### src/design/dfs_maze_explorer_step_top_assert.svh
// Assertion helpers for the maze explorer top level.
`ifndef DFS_MAZE_EXPLORER_STEP_TOP_ASSERT_SVH
`define DFS_MAZE_EXPLORER_STEP_TOP_ASSERT_SVH

// same-cycle implication
`define DFSME_ASSERT_IMPL(lbl, ante, cons) \
  lbl: assert property (@(posedge clk_i) disable iff (!rst_ni) (ante) |-> (cons)) \
    else $error("assertion failed");

// next-cycle implication
`define DFSME_ASSERT_NEXT(lbl, ante, cons) \
  lbl: assert property (@(posedge clk_i) disable iff (!rst_ni) (ante) |=> (cons)) \
    else $error("assertion failed");

`endif

### src/design/dfsme_pkg.sv
package dfsme_pkg;

  localparam int GRID_SIDE   = 16;
  localparam int STACK_DEPTH = 256;

  localparam int COORD_W   = 4;
  localparam int IDX_W     = $clog2(GRID_SIDE);
  localparam int FA_W      = $clog2(STACK_DEPTH);
  localparam int DEPTH_W   = $clog2(STACK_DEPTH + 1);
  localparam int FRAME_W   = 6;
  localparam int CFG_IDX_W = 2;

  typedef enum logic [1:0] {
    DIR_LEFT  = 2'd0,
    DIR_RIGHT = 2'd1,
    DIR_UP    = 2'd2,
    DIR_DOWN  = 2'd3
  } dir_e;

  typedef enum logic [CFG_IDX_W-1:0] {
    CFG_EXIT_X = 2'd0,
    CFG_EXIT_Y = 2'd1,
    CFG_ENTR_X = 2'd2,
    CFG_ENTR_Y = 2'd3
  } cfg_reg_e;

  typedef struct packed {
    logic [COORD_W-1:0] cur_x;
    logic [COORD_W-1:0] cur_y;
    logic               wall_left;
    logic               wall_right;
    logic               wall_up;
    logic               wall_down;
  } in_item_t;

  typedef struct packed {
    logic [1:0] next_dir;
    logic       retreating;
  } out_item_t;

  typedef enum logic [2:0] {
    ST_IDLE,
    ST_PREP,
    ST_RD_UP,
    ST_RD_DN,
    ST_PUSH,
    ST_POP,
    ST_POP_FIX,
    ST_CHOOSE
  } state_e;

  typedef struct packed {
    logic load;
    logic prep;
    logic rd_up;
    logic rd_dn;
    logic push;
    logic pop;
    logic pop_fix;
    logic commit;
  } cmd_t;

  typedef struct packed {
    logic entrance_hit;
    logic advancing;
    logic depth_zero;
    logic depth_ge2;
    logic out_free;
  } status_t;

endpackage

### src/design/dfsme_ram.sv
module dfsme_ram #(
  parameter int WIDTH = 8,
  parameter int DEPTH = 16
) (
  input  logic                     clk_i,
  input  logic                     we_i,
  input  logic [$clog2(DEPTH)-1:0] waddr_i,
  input  logic [WIDTH-1:0]         wdata_i,
  input  logic [$clog2(DEPTH)-1:0] raddr_i,
  output logic [WIDTH-1:0]         rdata_o
);

  logic [WIDTH-1:0] mem_q [DEPTH];
  logic [WIDTH-1:0] rdata_q;

  always_ff @(posedge clk_i) begin
    if (we_i) begin
      mem_q[waddr_i] <= wdata_i;
    end
    rdata_q <= mem_q[raddr_i];
  end

  assign rdata_o = rdata_q;

endmodule

### src/design/dfsme_ctrl.sv
module dfsme_ctrl (
  input  logic               clk_i,
  input  logic               rst_ni,
  input  logic               in_valid_i,
  output logic               in_stall_o,
  input  dfsme_pkg::status_t status_i,
  output dfsme_pkg::cmd_t    cmd_o
);

  dfsme_pkg::state_e state_q, state_d;

  always_ff @(posedge clk_i or negedge rst_ni) begin
    if (!rst_ni) begin
      state_q <= dfsme_pkg::ST_IDLE;
    end else begin
      state_q <= state_d;
    end
  end

  always_comb begin
    state_d = state_q;
    case (state_q)
      dfsme_pkg::ST_IDLE: begin
        if (in_valid_i) state_d = dfsme_pkg::ST_PREP;
      end
      dfsme_pkg::ST_PREP: begin
        if (status_i.entrance_hit || status_i.advancing) begin
          state_d = dfsme_pkg::ST_RD_UP;
        end else begin
          state_d = dfsme_pkg::ST_POP;
        end
      end
      dfsme_pkg::ST_RD_UP:   state_d = dfsme_pkg::ST_RD_DN;
      dfsme_pkg::ST_RD_DN:   state_d = dfsme_pkg::ST_PUSH;
      dfsme_pkg::ST_PUSH:    state_d = dfsme_pkg::ST_CHOOSE;
      dfsme_pkg::ST_POP: begin
        if (status_i.depth_ge2) begin
          state_d = dfsme_pkg::ST_POP_FIX;
        end else begin
          state_d = dfsme_pkg::ST_CHOOSE;
        end
      end
      dfsme_pkg::ST_POP_FIX: state_d = dfsme_pkg::ST_CHOOSE;
      dfsme_pkg::ST_CHOOSE: begin
        if (status_i.out_free) state_d = dfsme_pkg::ST_IDLE;
      end
      default:               state_d = dfsme_pkg::ST_IDLE;
    endcase
  end

  always_comb begin
    cmd_o      = '0;
    in_stall_o = 1'b1;
    case (state_q)
      dfsme_pkg::ST_IDLE: begin
        in_stall_o = 1'b0;
        cmd_o.load = in_valid_i;
      end
      dfsme_pkg::ST_PREP:    cmd_o.prep    = 1'b1;
      dfsme_pkg::ST_RD_UP:   cmd_o.rd_up   = 1'b1;
      dfsme_pkg::ST_RD_DN:   cmd_o.rd_dn   = 1'b1;
      dfsme_pkg::ST_PUSH:    cmd_o.push    = 1'b1;
      dfsme_pkg::ST_POP:     cmd_o.pop     = 1'b1;
      dfsme_pkg::ST_POP_FIX: cmd_o.pop_fix = 1'b1;
      dfsme_pkg::ST_CHOOSE:  cmd_o.commit  = status_i.out_free;
      default: ;
    endcase
  end

endmodule

### src/design/dfsme_dp.sv
module dfsme_dp (
  input  logic                                clk_i,
  input  logic                                rst_ni,
  input  dfsme_pkg::in_item_t                 in_item_i,
  output dfsme_pkg::out_item_t                out_item_o,
  output logic                                out_valid_o,
  input  logic                                out_stall_i,
  input  logic                                cfg_valid_i,
  input  logic [dfsme_pkg::CFG_IDX_W-1:0]     cfg_index_i,
  input  logic [dfsme_pkg::COORD_W-1:0]       cfg_data_i,
  input  dfsme_pkg::cmd_t                     cmd_i,
  output dfsme_pkg::status_t                  status_o,
  // visited row memory
  output logic                                vis_we_o,
  output logic [dfsme_pkg::IDX_W-1:0]         vis_waddr_o,
  output logic [dfsme_pkg::GRID_SIDE-1:0]     vis_wdata_o,
  output logic [dfsme_pkg::IDX_W-1:0]         vis_raddr_o,
  input  logic [dfsme_pkg::GRID_SIDE-1:0]     vis_rdata_i,
  // frame stack memory
  output logic                                frm_we_o,
  output logic [dfsme_pkg::FA_W-1:0]          frm_waddr_o,
  output logic [dfsme_pkg::FRAME_W-1:0]       frm_wdata_o,
  output logic [dfsme_pkg::FA_W-1:0]          frm_raddr_o,
  input  logic [dfsme_pkg::FRAME_W-1:0]       frm_rdata_i
);

  logic [dfsme_pkg::COORD_W-1:0] exit_x_q, exit_y_q, entr_x_q, entr_y_q;

  dfsme_pkg::in_item_t                item_q;
  logic [dfsme_pkg::DEPTH_W-1:0]      depth_q, depth_d;
  logic [dfsme_pkg::FRAME_W-1:0]      top_q, top_d;
  logic                               adv_q, adv_d;
  logic [1:0]                         arr_q, arr_d;
  logic [dfsme_pkg::GRID_SIDE-1:0]    row_valid_q, row_valid_d;
  logic [dfsme_pkg::IDX_W-1:0]        rd_row_q;
  logic [dfsme_pkg::GRID_SIDE-1:0]    row_y_q, row_up_q;
  logic                               out_valid_q;
  dfsme_pkg::out_item_t               out_item_q;

  logic [dfsme_pkg::GRID_SIDE-1:0]    row_now;
  logic [dfsme_pkg::COORD_W-1:0]      cx, cy;
  logic                               x_in, y_in;
  logic [3:0]                         walls, nb_ok, nb_vis, open_new;
  logic [1:0]                         back_dir;
  logic [dfsme_pkg::FRAME_W-1:0]      new_frame, fixed_frame, top_eff;
  logic [dfsme_pkg::FA_W-1:0]         push_addr;
  logic [dfsme_pkg::IDX_W-1:0]        xi, xl, xr, yi, yu, yd;
  logic [3:0]                         open;
  logic [1:0]                         come, pick, dir;
  logic [2:0]                         cnt;
  logic                               retreat;
  logic                               hit;

  assign cx = item_q.cur_x;
  assign cy = item_q.cur_y;

  assign xi = dfsme_pkg::IDX_W'(32'(cx));
  assign xl = dfsme_pkg::IDX_W'(32'(cx) - 32'd1);
  assign xr = dfsme_pkg::IDX_W'(32'(cx) + 32'd1);
  assign yi = dfsme_pkg::IDX_W'(32'(cy));
  assign yu = dfsme_pkg::IDX_W'(32'(cy) - 32'd1);
  assign yd = dfsme_pkg::IDX_W'(32'(cy) + 32'd1);

  assign x_in = 32'(cx) < 32'(dfsme_pkg::GRID_SIDE);
  assign y_in = 32'(cy) < 32'(dfsme_pkg::GRID_SIDE);

  assign hit = (cx == entr_x_q) && (cy == entr_y_q);

  // rows never written since the last restart read as all clear
  assign row_now = row_valid_q[rd_row_q] ? vis_rdata_i : '0;

  always_ff @(posedge clk_i or negedge rst_ni) begin
    if (!rst_ni) begin
      exit_x_q <= dfsme_pkg::COORD_W'(15);
      exit_y_q <= dfsme_pkg::COORD_W'(15);
      entr_x_q <= '0;
      entr_y_q <= '0;
    end else if (cfg_valid_i) begin
      case (cfg_index_i)
        dfsme_pkg::CFG_EXIT_X: exit_x_q <= cfg_data_i;
        dfsme_pkg::CFG_EXIT_Y: exit_y_q <= cfg_data_i;
        dfsme_pkg::CFG_ENTR_X: entr_x_q <= cfg_data_i;
        dfsme_pkg::CFG_ENTR_Y: entr_y_q <= cfg_data_i;
        default: ;
      endcase
    end
  end

  // frame of a forward move
  always_comb begin
    walls = {item_q.wall_down, item_q.wall_up, item_q.wall_right, item_q.wall_left};
    nb_ok[dfsme_pkg::DIR_LEFT]  = (cx != '0) && y_in &&
                                  (32'(cx) - 32'd1 < 32'(dfsme_pkg::GRID_SIDE));
    nb_ok[dfsme_pkg::DIR_RIGHT] = y_in && (32'(cx) + 32'd1 < 32'(dfsme_pkg::GRID_SIDE));
    nb_ok[dfsme_pkg::DIR_UP]    = (cy != '0) && x_in &&
                                  (32'(cy) - 32'd1 < 32'(dfsme_pkg::GRID_SIDE));
    nb_ok[dfsme_pkg::DIR_DOWN]  = x_in && (32'(cy) + 32'd1 < 32'(dfsme_pkg::GRID_SIDE));
    nb_vis[dfsme_pkg::DIR_LEFT]  = nb_ok[dfsme_pkg::DIR_LEFT]  && row_y_q[xl];
    nb_vis[dfsme_pkg::DIR_RIGHT] = nb_ok[dfsme_pkg::DIR_RIGHT] && row_y_q[xr];
    nb_vis[dfsme_pkg::DIR_UP]    = nb_ok[dfsme_pkg::DIR_UP]    && row_up_q[xi];
    nb_vis[dfsme_pkg::DIR_DOWN]  = nb_ok[dfsme_pkg::DIR_DOWN]  && row_now[xi];
    back_dir  = arr_q ^ 2'b01;
    open_new  = ~walls & nb_ok & ~nb_vis & ~(4'b0001 << back_dir);
    new_frame = {arr_q, open_new};
  end

  assign fixed_frame = {frm_rdata_i[5:4], frm_rdata_i[3:0] & ~(4'b0001 << top_q[5:4])};

  assign push_addr = (depth_q < dfsme_pkg::DEPTH_W'(dfsme_pkg::STACK_DEPTH)) ?
                     dfsme_pkg::FA_W'(depth_q) :
                     dfsme_pkg::FA_W'(dfsme_pkg::STACK_DEPTH - 1);

  // move choice
  always_comb begin
    top_eff = (depth_q == '0) ? '0 : top_q;
    open    = top_eff[3:0];
    come    = top_eff[5:4];
    cnt     = 3'(open[0]) + 3'(open[1]) + 3'(open[2]) + 3'(open[3]);
    if (open[dfsme_pkg::DIR_UP]) begin
      pick = dfsme_pkg::DIR_UP;
    end else if (open[dfsme_pkg::DIR_DOWN]) begin
      pick = dfsme_pkg::DIR_DOWN;
    end else if (open[dfsme_pkg::DIR_LEFT]) begin
      pick = dfsme_pkg::DIR_LEFT;
    end else begin
      pick = dfsme_pkg::DIR_RIGHT;
    end
    retreat = 1'b0;
    if (cx > exit_x_q && open[dfsme_pkg::DIR_LEFT]) begin
      dir = dfsme_pkg::DIR_LEFT;
    end else if (cx < exit_x_q && open[dfsme_pkg::DIR_RIGHT]) begin
      dir = dfsme_pkg::DIR_RIGHT;
    end else if (cy > exit_y_q && open[dfsme_pkg::DIR_UP]) begin
      dir = dfsme_pkg::DIR_UP;
    end else if (cy < exit_y_q && open[dfsme_pkg::DIR_DOWN]) begin
      dir = dfsme_pkg::DIR_DOWN;
    end else if (cnt >= 3'd2) begin
      dir = open[come] ? come : pick;
    end else if (cnt == 3'd1) begin
      dir = pick;
    end else begin
      dir     = come ^ 2'b01;
      retreat = 1'b1;
    end
  end

  always_comb begin
    depth_d     = depth_q;
    top_d       = top_q;
    adv_d       = adv_q;
    arr_d       = arr_q;
    row_valid_d = row_valid_q;
    if (cmd_i.prep && hit) begin
      depth_d     = '0;
      adv_d       = 1'b1;
      arr_d       = dfsme_pkg::DIR_LEFT;
      row_valid_d = '0;
    end
    if (cmd_i.push) begin
      top_d = new_frame;
      if (depth_q < dfsme_pkg::DEPTH_W'(dfsme_pkg::STACK_DEPTH)) begin
        depth_d = depth_q + dfsme_pkg::DEPTH_W'(1);
      end
    end
    if (cmd_i.pop && (depth_q != '0)) begin
      depth_d = depth_q - dfsme_pkg::DEPTH_W'(1);
    end
    if (cmd_i.pop_fix) begin
      top_d = fixed_frame;
    end
    if (cmd_i.commit) begin
      adv_d = !retreat;
      if (!retreat) arr_d = dir;
      if (x_in && y_in) row_valid_d[yi] = 1'b1;
    end
  end

  always_ff @(posedge clk_i or negedge rst_ni) begin
    if (!rst_ni) begin
      depth_q     <= '0;
      adv_q       <= 1'b1;
      arr_q       <= dfsme_pkg::DIR_LEFT;
      row_valid_q <= '0;
      out_valid_q <= 1'b0;
    end else begin
      depth_q     <= depth_d;
      adv_q       <= adv_d;
      arr_q       <= arr_d;
      row_valid_q <= row_valid_d;
      if (cmd_i.commit) begin
        out_valid_q <= 1'b1;
      end else if (!out_stall_i) begin
        out_valid_q <= 1'b0;
      end
    end
  end

  always_ff @(posedge clk_i) begin
    top_q <= top_d;
    if (cmd_i.load) item_q <= in_item_i;
    if (cmd_i.prep || cmd_i.rd_up || cmd_i.rd_dn) rd_row_q <= vis_raddr_o;
    if (cmd_i.rd_up || cmd_i.pop) row_y_q <= row_now;
    if (cmd_i.rd_dn) row_up_q <= row_now;
    if (cmd_i.commit) begin
      out_item_q.next_dir   <= dir;
      out_item_q.retreating <= retreat;
    end
  end

  always_comb begin
    if (cmd_i.rd_up) begin
      vis_raddr_o = yu;
    end else if (cmd_i.rd_dn) begin
      vis_raddr_o = yd;
    end else begin
      vis_raddr_o = yi;
    end
    vis_we_o    = cmd_i.commit && x_in && y_in;
    vis_waddr_o = yi;
    vis_wdata_o = row_y_q;
    if (retreat) begin
      vis_wdata_o[xi] = 1'b0;
    end else if (adv_q) begin
      vis_wdata_o[xi] = 1'b1;
    end
  end

  assign frm_raddr_o = dfsme_pkg::FA_W'(depth_q - dfsme_pkg::DEPTH_W'(2));
  assign frm_we_o    = cmd_i.push || cmd_i.pop_fix;
  assign frm_waddr_o = cmd_i.push ? push_addr :
                       dfsme_pkg::FA_W'(depth_q - dfsme_pkg::DEPTH_W'(1));
  assign frm_wdata_o = cmd_i.push ? new_frame : fixed_frame;

  assign status_o.entrance_hit = hit;
  assign status_o.advancing    = adv_q;
  assign status_o.depth_zero   = (depth_q == '0);
  assign status_o.depth_ge2    = (depth_q >= dfsme_pkg::DEPTH_W'(2));
  assign status_o.out_free     = !out_valid_q || !out_stall_i;

  assign out_valid_o = out_valid_q;
  assign out_item_o  = out_item_q;

endmodule

### src/design/dfs_maze_explorer_step_top.sv
// channel | direction | handshake               | payload
// in      | input     | in_valid_i / in_stall_o  | in_item_i (cell, four walls)
// out     | output    | out_valid_o / out_stall_i| out_item_o (next_dir, retreating)
// cfg     | input     | cfg_valid_i / cfg_ready_o| cfg_index_i, cfg_data_i
//
// Forward move per item: three visited-row reads, then frame push, then choice.
// Backtrack: pop, read-modify-write of the new top frame when one remains, then choice.
// The step sequence is set by the single read port of the visited-row and frame RAMs.
// Reset needs no clearing pass; row valid bits stand in for the visited map clear.
// A stalled result holds in the output register; the next transfer waits only in
// the choice state until that register frees up.
`include "dfs_maze_explorer_step_top_assert.svh"

module dfs_maze_explorer_step_top (
  input  logic                            clk_i,
  input  logic                            rst_ni,
  input  logic                            in_valid_i,
  output logic                            in_stall_o,
  input  dfsme_pkg::in_item_t             in_item_i,
  output logic                            out_valid_o,
  input  logic                            out_stall_i,
  output dfsme_pkg::out_item_t            out_item_o,
  input  logic                            cfg_valid_i,
  output logic                            cfg_ready_o,
  input  logic [dfsme_pkg::CFG_IDX_W-1:0] cfg_index_i,
  input  logic [dfsme_pkg::COORD_W-1:0]   cfg_data_i
);

  dfsme_pkg::cmd_t    cmd;
  dfsme_pkg::status_t status;

  logic                              vis_we;
  logic [dfsme_pkg::IDX_W-1:0]       vis_waddr, vis_raddr;
  logic [dfsme_pkg::GRID_SIDE-1:0]   vis_wdata, vis_rdata;
  logic                              frm_we;
  logic [dfsme_pkg::FA_W-1:0]        frm_waddr, frm_raddr;
  logic [dfsme_pkg::FRAME_W-1:0]     frm_wdata, frm_rdata;

  assign cfg_ready_o = 1'b1;

  dfsme_ctrl u_ctrl (
    .clk_i      (clk_i),
    .rst_ni     (rst_ni),
    .in_valid_i (in_valid_i),
    .in_stall_o (in_stall_o),
    .status_i   (status),
    .cmd_o      (cmd)
  );

  dfsme_dp u_dp (
    .clk_i       (clk_i),
    .rst_ni      (rst_ni),
    .in_item_i   (in_item_i),
    .out_item_o  (out_item_o),
    .out_valid_o (out_valid_o),
    .out_stall_i (out_stall_i),
    .cfg_valid_i (cfg_valid_i),
    .cfg_index_i (cfg_index_i),
    .cfg_data_i  (cfg_data_i),
    .cmd_i       (cmd),
    .status_o    (status),
    .vis_we_o    (vis_we),
    .vis_waddr_o (vis_waddr),
    .vis_wdata_o (vis_wdata),
    .vis_raddr_o (vis_raddr),
    .vis_rdata_i (vis_rdata),
    .frm_we_o    (frm_we),
    .frm_waddr_o (frm_waddr),
    .frm_wdata_o (frm_wdata),
    .frm_raddr_o (frm_raddr),
    .frm_rdata_i (frm_rdata)
  );

  dfsme_ram #(
    .WIDTH (dfsme_pkg::GRID_SIDE),
    .DEPTH (dfsme_pkg::GRID_SIDE)
  ) u_vis_ram (
    .clk_i   (clk_i),
    .we_i    (vis_we),
    .waddr_i (vis_waddr),
    .wdata_i (vis_wdata),
    .raddr_i (vis_raddr),
    .rdata_o (vis_rdata)
  );

  dfsme_ram #(
    .WIDTH (dfsme_pkg::FRAME_W),
    .DEPTH (dfsme_pkg::STACK_DEPTH)
  ) u_frm_ram (
    .clk_i   (clk_i),
    .we_i    (frm_we),
    .waddr_i (frm_waddr),
    .wdata_i (frm_wdata),
    .raddr_i (frm_raddr),
    .rdata_o (frm_rdata)
  );

  `DFSME_ASSERT_NEXT(a_accept_then_busy, in_valid_i && !in_stall_o, in_stall_o)
  `DFSME_ASSERT_NEXT(a_commit_loads_out, cmd.commit, out_valid_o)
  `DFSME_ASSERT_NEXT(a_push_not_empty, cmd.push, !status.depth_zero)
  `DFSME_ASSERT_IMPL(a_single_cmd, 1'b1, $onehot0(cmd))

endmodule
### config.mk
export PLATFORM = sky130hd
export DESIGN_NAME = dfs_maze_explorer_step_top
export DESIGN_NICKNAME = d
export VERILOG_FILES = /design/src/design/dfsme_pkg.sv /design/src/design/dfsme_ram.sv /design/src/design/dfsme_ctrl.sv /design/src/design/dfsme_dp.sv /design/src/design/dfs_maze_explorer_step_top.sv
export VERILOG_INCLUDE_DIRS = /design/src /design/src/design
export SDC_FILE = /design/constraint.sdc
export NUM_CORES = 2
export LEC_CHECK = 0
export BUFFER_PORTS_ARGS = -buffer_cell sky130_fd_sc_hd__clkbuf_2
export CAP_MARGIN = 5
export CORE_ASPECT_RATIO = 1.1
export CORE_MARGIN = 4
export CORE_UTILIZATION = 40
export CTS_CLUSTER_DIAMETER = 30
export CTS_CLUSTER_SIZE = 14
export DETAILED_ROUTE_END_ITERATION = 12
export GPL_TIMING_DRIVEN = 0
export SYNTH_ARGS = -nofsm -noshare
export SYNTH_HDL_FRONTEND = slang
export SYNTH_SLANG_ARGS = --single-unit
### constraint.sdc
create_clock -name clk_i -period 22.2 [get_ports clk_i]
set_input_delay 4.44 -clock clk_i [delete_from_list [all_inputs] [get_ports clk_i]]
set_output_delay 4.44 -clock clk_i [all_outputs]
set_load 0.02 [all_outputs]
==> impl_metrics.py <==
metrics = {
    "outcome": {
        "status": "finished clean",
    },
    "detailed_routing": {
        "wl_met1_um": 89600,
        "drtIter0Drc": 6651,
        "route.met3.wl_um": 27100,
        "drtAntennaViolNets": 0,
        "dr.pass1.iters": 6,
        "top_layer": "met5",
        "num_vias": 44908,
        "wl_per_cell_um": 32.4,
        "via_per_inst": 5.96,
        "route.met2.wl_um": 114000,
        "totalWireLength_um": 244000,
        "remaining_drc_errors": 0,
    },
    "hold_path": {
        "min_path_type": "flop to flop",
        "holdPathStages": 1,
        "worstHoldEndpoint": "u_dp.row_valid_q[9]",
        "hp-start": "u_dp.row_valid_q[9]",
    },
    "floorplanning": {
        "rows": 168,
        "die_width_um": 425,
        "dieArea_mm2": 0.199,
        "num_io_pins": 29,
        "die_height_um": 467,
        "core_mm2": 0.191,
        "start_util_pct": 40.2,
    },
    "critical_path": {
        "rr_startpoint": "u_dp.depth_q[1]",
        "r2r_cells": 14,
        "cp-start-kind": "flop",
        "r2r_end": "u_frm_ram.rdata_o[5]",
        "crit_required_ns": 22.85,
        "critical_path_class": "flop to flop",
        "critPathBufInv": 9,
        "arrival_ns": 9.51,
        "cp_top_family": "buffers and inverters",
        "crit_path_max_fanout": 10,
        "end_kind": "flop",
        "slowest_stage": "clkbuf_1",
        "cp_slowest_stage_delay_ns": 1.14,
        "cp_cell_sequence": "buf_4, buf_2, buf_2, buf_2, inv_1, ha_1, clkbuf_2, clkbuf_1, clkbuf_1, clkbuf_1, nand4_1, nand4_1, nor4b_1, nand4_1",
        "r2r_setup_slack_ns": 13.34,
    },
    "global_routing": {
        "grt_pass1_wl_um": 339000,
        "grt_usage_pct": 24.3,
        "antenna_found_initial": 8,
        "grt_pass1_vias": 44224,
        "grt_overflow": 0,
        "grt_max_degree": 73,
    },
    "yosys": {
        "yosysSeqAreaShare_pct": 74.6,
        "synth_top_cell_by_area": "edfxtp_1",
        "syn_area_mm2": 0.0767,
        "synthCells": 4181,
        "yosys.area.top_type_share_pct": 72.4,
        "yosys_warnings": 0,
        "syn_area_per_cell_um2": 18.3,
        "synthArstFlopShare_pct": 2.50,
        "synthTopCellsByArea": "edfxtp_1 72%, mux4_2 13%, nand2_1 2.3%, nor2_1 1.6%, dfrtp_1 1.3%",
        "synth_edf_count": 1849,
        "yosysMostFrequentCell": "edfxtp_1",
        "synth-seq-cells": 1919,
        "ys.flop_type": "edfxtp_1",
        "syn-num-nets": 4231,
        "synth.distinct_cells": 79,
        "synthTopCellsByCount": "1849 x edfxtp_1, 461 x nand2_1, 431 x mux4_2, 317 x nor2_1, 133 x clkbuf_1",
    },
    "clock_tree": {
        "cts_buffers": 396,
        "htree_num_levels": 5,
        "clockBufferDepth": 4,
        "postCtsSetupRepairBufs": 0,
        "clock_sinks": 1919,
        "clock_latency_ns": 0.97,
        "hold_buffers": 0,
        "clkTransAtPathRegs_ns": 0.05,
        "cts_tree": "yes",
        "root_buffer": "clkbuf_16",
        "cts_resized": 0,
    },
    "sta": {
        "finClkSkew_ns": 0.0719,
        "fin_ws_ns": 13.34,
        "min_period_ns": 8.86,
        "fmax_ghz": 0.113,
        "min_period_over_period_pct": 39.9,
        "whs_ns": 0.473,
        "max_slew.worst_pin.slew_ns": 1.47,
        "slew_headroom_pct": 1.73,
        "hold_violations": 0,
        "rsz0062_at_grt": "no",
        "finalSetupTns_ns": 0,
        "setup_viol": 0,
        "slew_violations": 0,
    },
    "placement": {
        "gp_congestion": 0.942,
        "port_buffers": 27,
        "pre_cts_ws_ns": 13.71,
        "dp_hpwl_um": 163000,
    },
    "pwr": {
        "ir_drop_mv": 0.110,
        "p_total_mw": 16.6,
        "power_density_mw_per_mm2": 175,
        "p_leak_nw": 31.6,
    },
    "finish": {
        "final_util_pct": 49.8,
        "drive_gt1_share_pct": 26.7,
        "syn2layout_area_growth_pct": 23.8,
        "layout.nets": 4724,
    },
    "flow_run": {
        "maxCapViolations": 0,
    },
}
==> how the worst max path moves through the flow <==
stage / start / to / cells past startpoint
global route: u_dp.depth_q[1] / u_frm_ram.rdata_o[2] / 14
global placement: u_ctrl.state_q[2] / u_frm_ram.mem_q[164][5] / 5
floorplan: u_dp.cx[0] / u_frm_ram.mem_q[0][3] / 6
finish: u_dp.depth_q[1] / u_frm_ram.rdata_o[5] / 14
detailed placement: u_dp.depth_q[1] / u_frm_ram.rdata_o[2] / 14
CTS: u_dp.depth_q[1] / u_frm_ram.rdata_o[2] / 14
==> stage by stage <==
stage / area [um2] / cells
detailed placement: 81400 / 6823
global placement: 80000 / 6758
CTS: 94800 / 7534
floorplan: 76700 / 4181
global route: 94900 / 7538
finish: 94900 / 7541
==> power by group <==
part / internal [mW] / total, mW / switching [mW]
logic: 1.71 / 5.72 / 4.02
registers: 4.84 / 4.91 / 0.0692
clock network: 4.00 / 5.93 / 1.93
==> cell families after synthesis <==
kind of cell	after synthesis	share of synthesized area [%]
flip-flops	1919	74.6
AND/OR/NAND/NOR	1045	5.98
multiplexers	518	13.8
AO/OA/AOI/OAI	362	3.22
buffers and inverters	284	1.64
adder cells (fa/ha/maj)	28	0.464
XOR/XNOR	24	0.274
other	1	0.00489
==> placed cells by master (no fill, tap or decap), drive strengths merged, types with 52 or more instances in the layout <==
cell	instances
bufinv	61
and3	81
buf	187
nand3	52
mux4	431
nor2	317
nand2	461
clkbuf	593
a21oi	53
a31oi	108
clkinv	142
mux2i	66
inv	66
edfxtp	1849
==> metal layers <==
layer	up-vias	GRT usage (%)
met2	3070	38.1
met4	2	12.0
li1	17913	-
met1	23297	31.2
met5	-	0
met3	626	6.95
==> layout make-up <==
cell class,count,area [um2]
inverters,32,120
plain buffers,252,1160
clock inverters,278,3240
repair buffers,95,1430
multi-input cells,1978,18400
flip-flops and latches,1919,57200
well taps,2550,3190
clock buffers,433,10200
diodes,4,10.0
fillers,15338,95800
==> flip-flops by register name, summed over array words and instances, names as in the netlist <==
name and count:
u_dp.row_up_q 16, u_dp.item_q 4, u_dp.rd_row_q 4, u_dp.out_item_o 3
u_dp.row_y_q 16, u_dp.cx 4, u_vis_ram.mem_q 256, u_dp.row_valid_q 16
u_dp.vis_waddr_o 4, u_dp.depth_q 9, u_dp.entr_y_q 4, u_frm_ram.mem_q 1536
u_dp.arr_q 2, u_ctrl.state_q 3, u_frm_ram.rdata_o 6, u_dp.top_q 6
u_dp.adv_q 1, u_dp.exit_x_q 4, u_dp.exit_y_q 4, u_vis_ram.rdata_o 16
u_dp.entr_x_q 4, u_dp.out_valid_o 1
(Power assumes the default switching activity.)
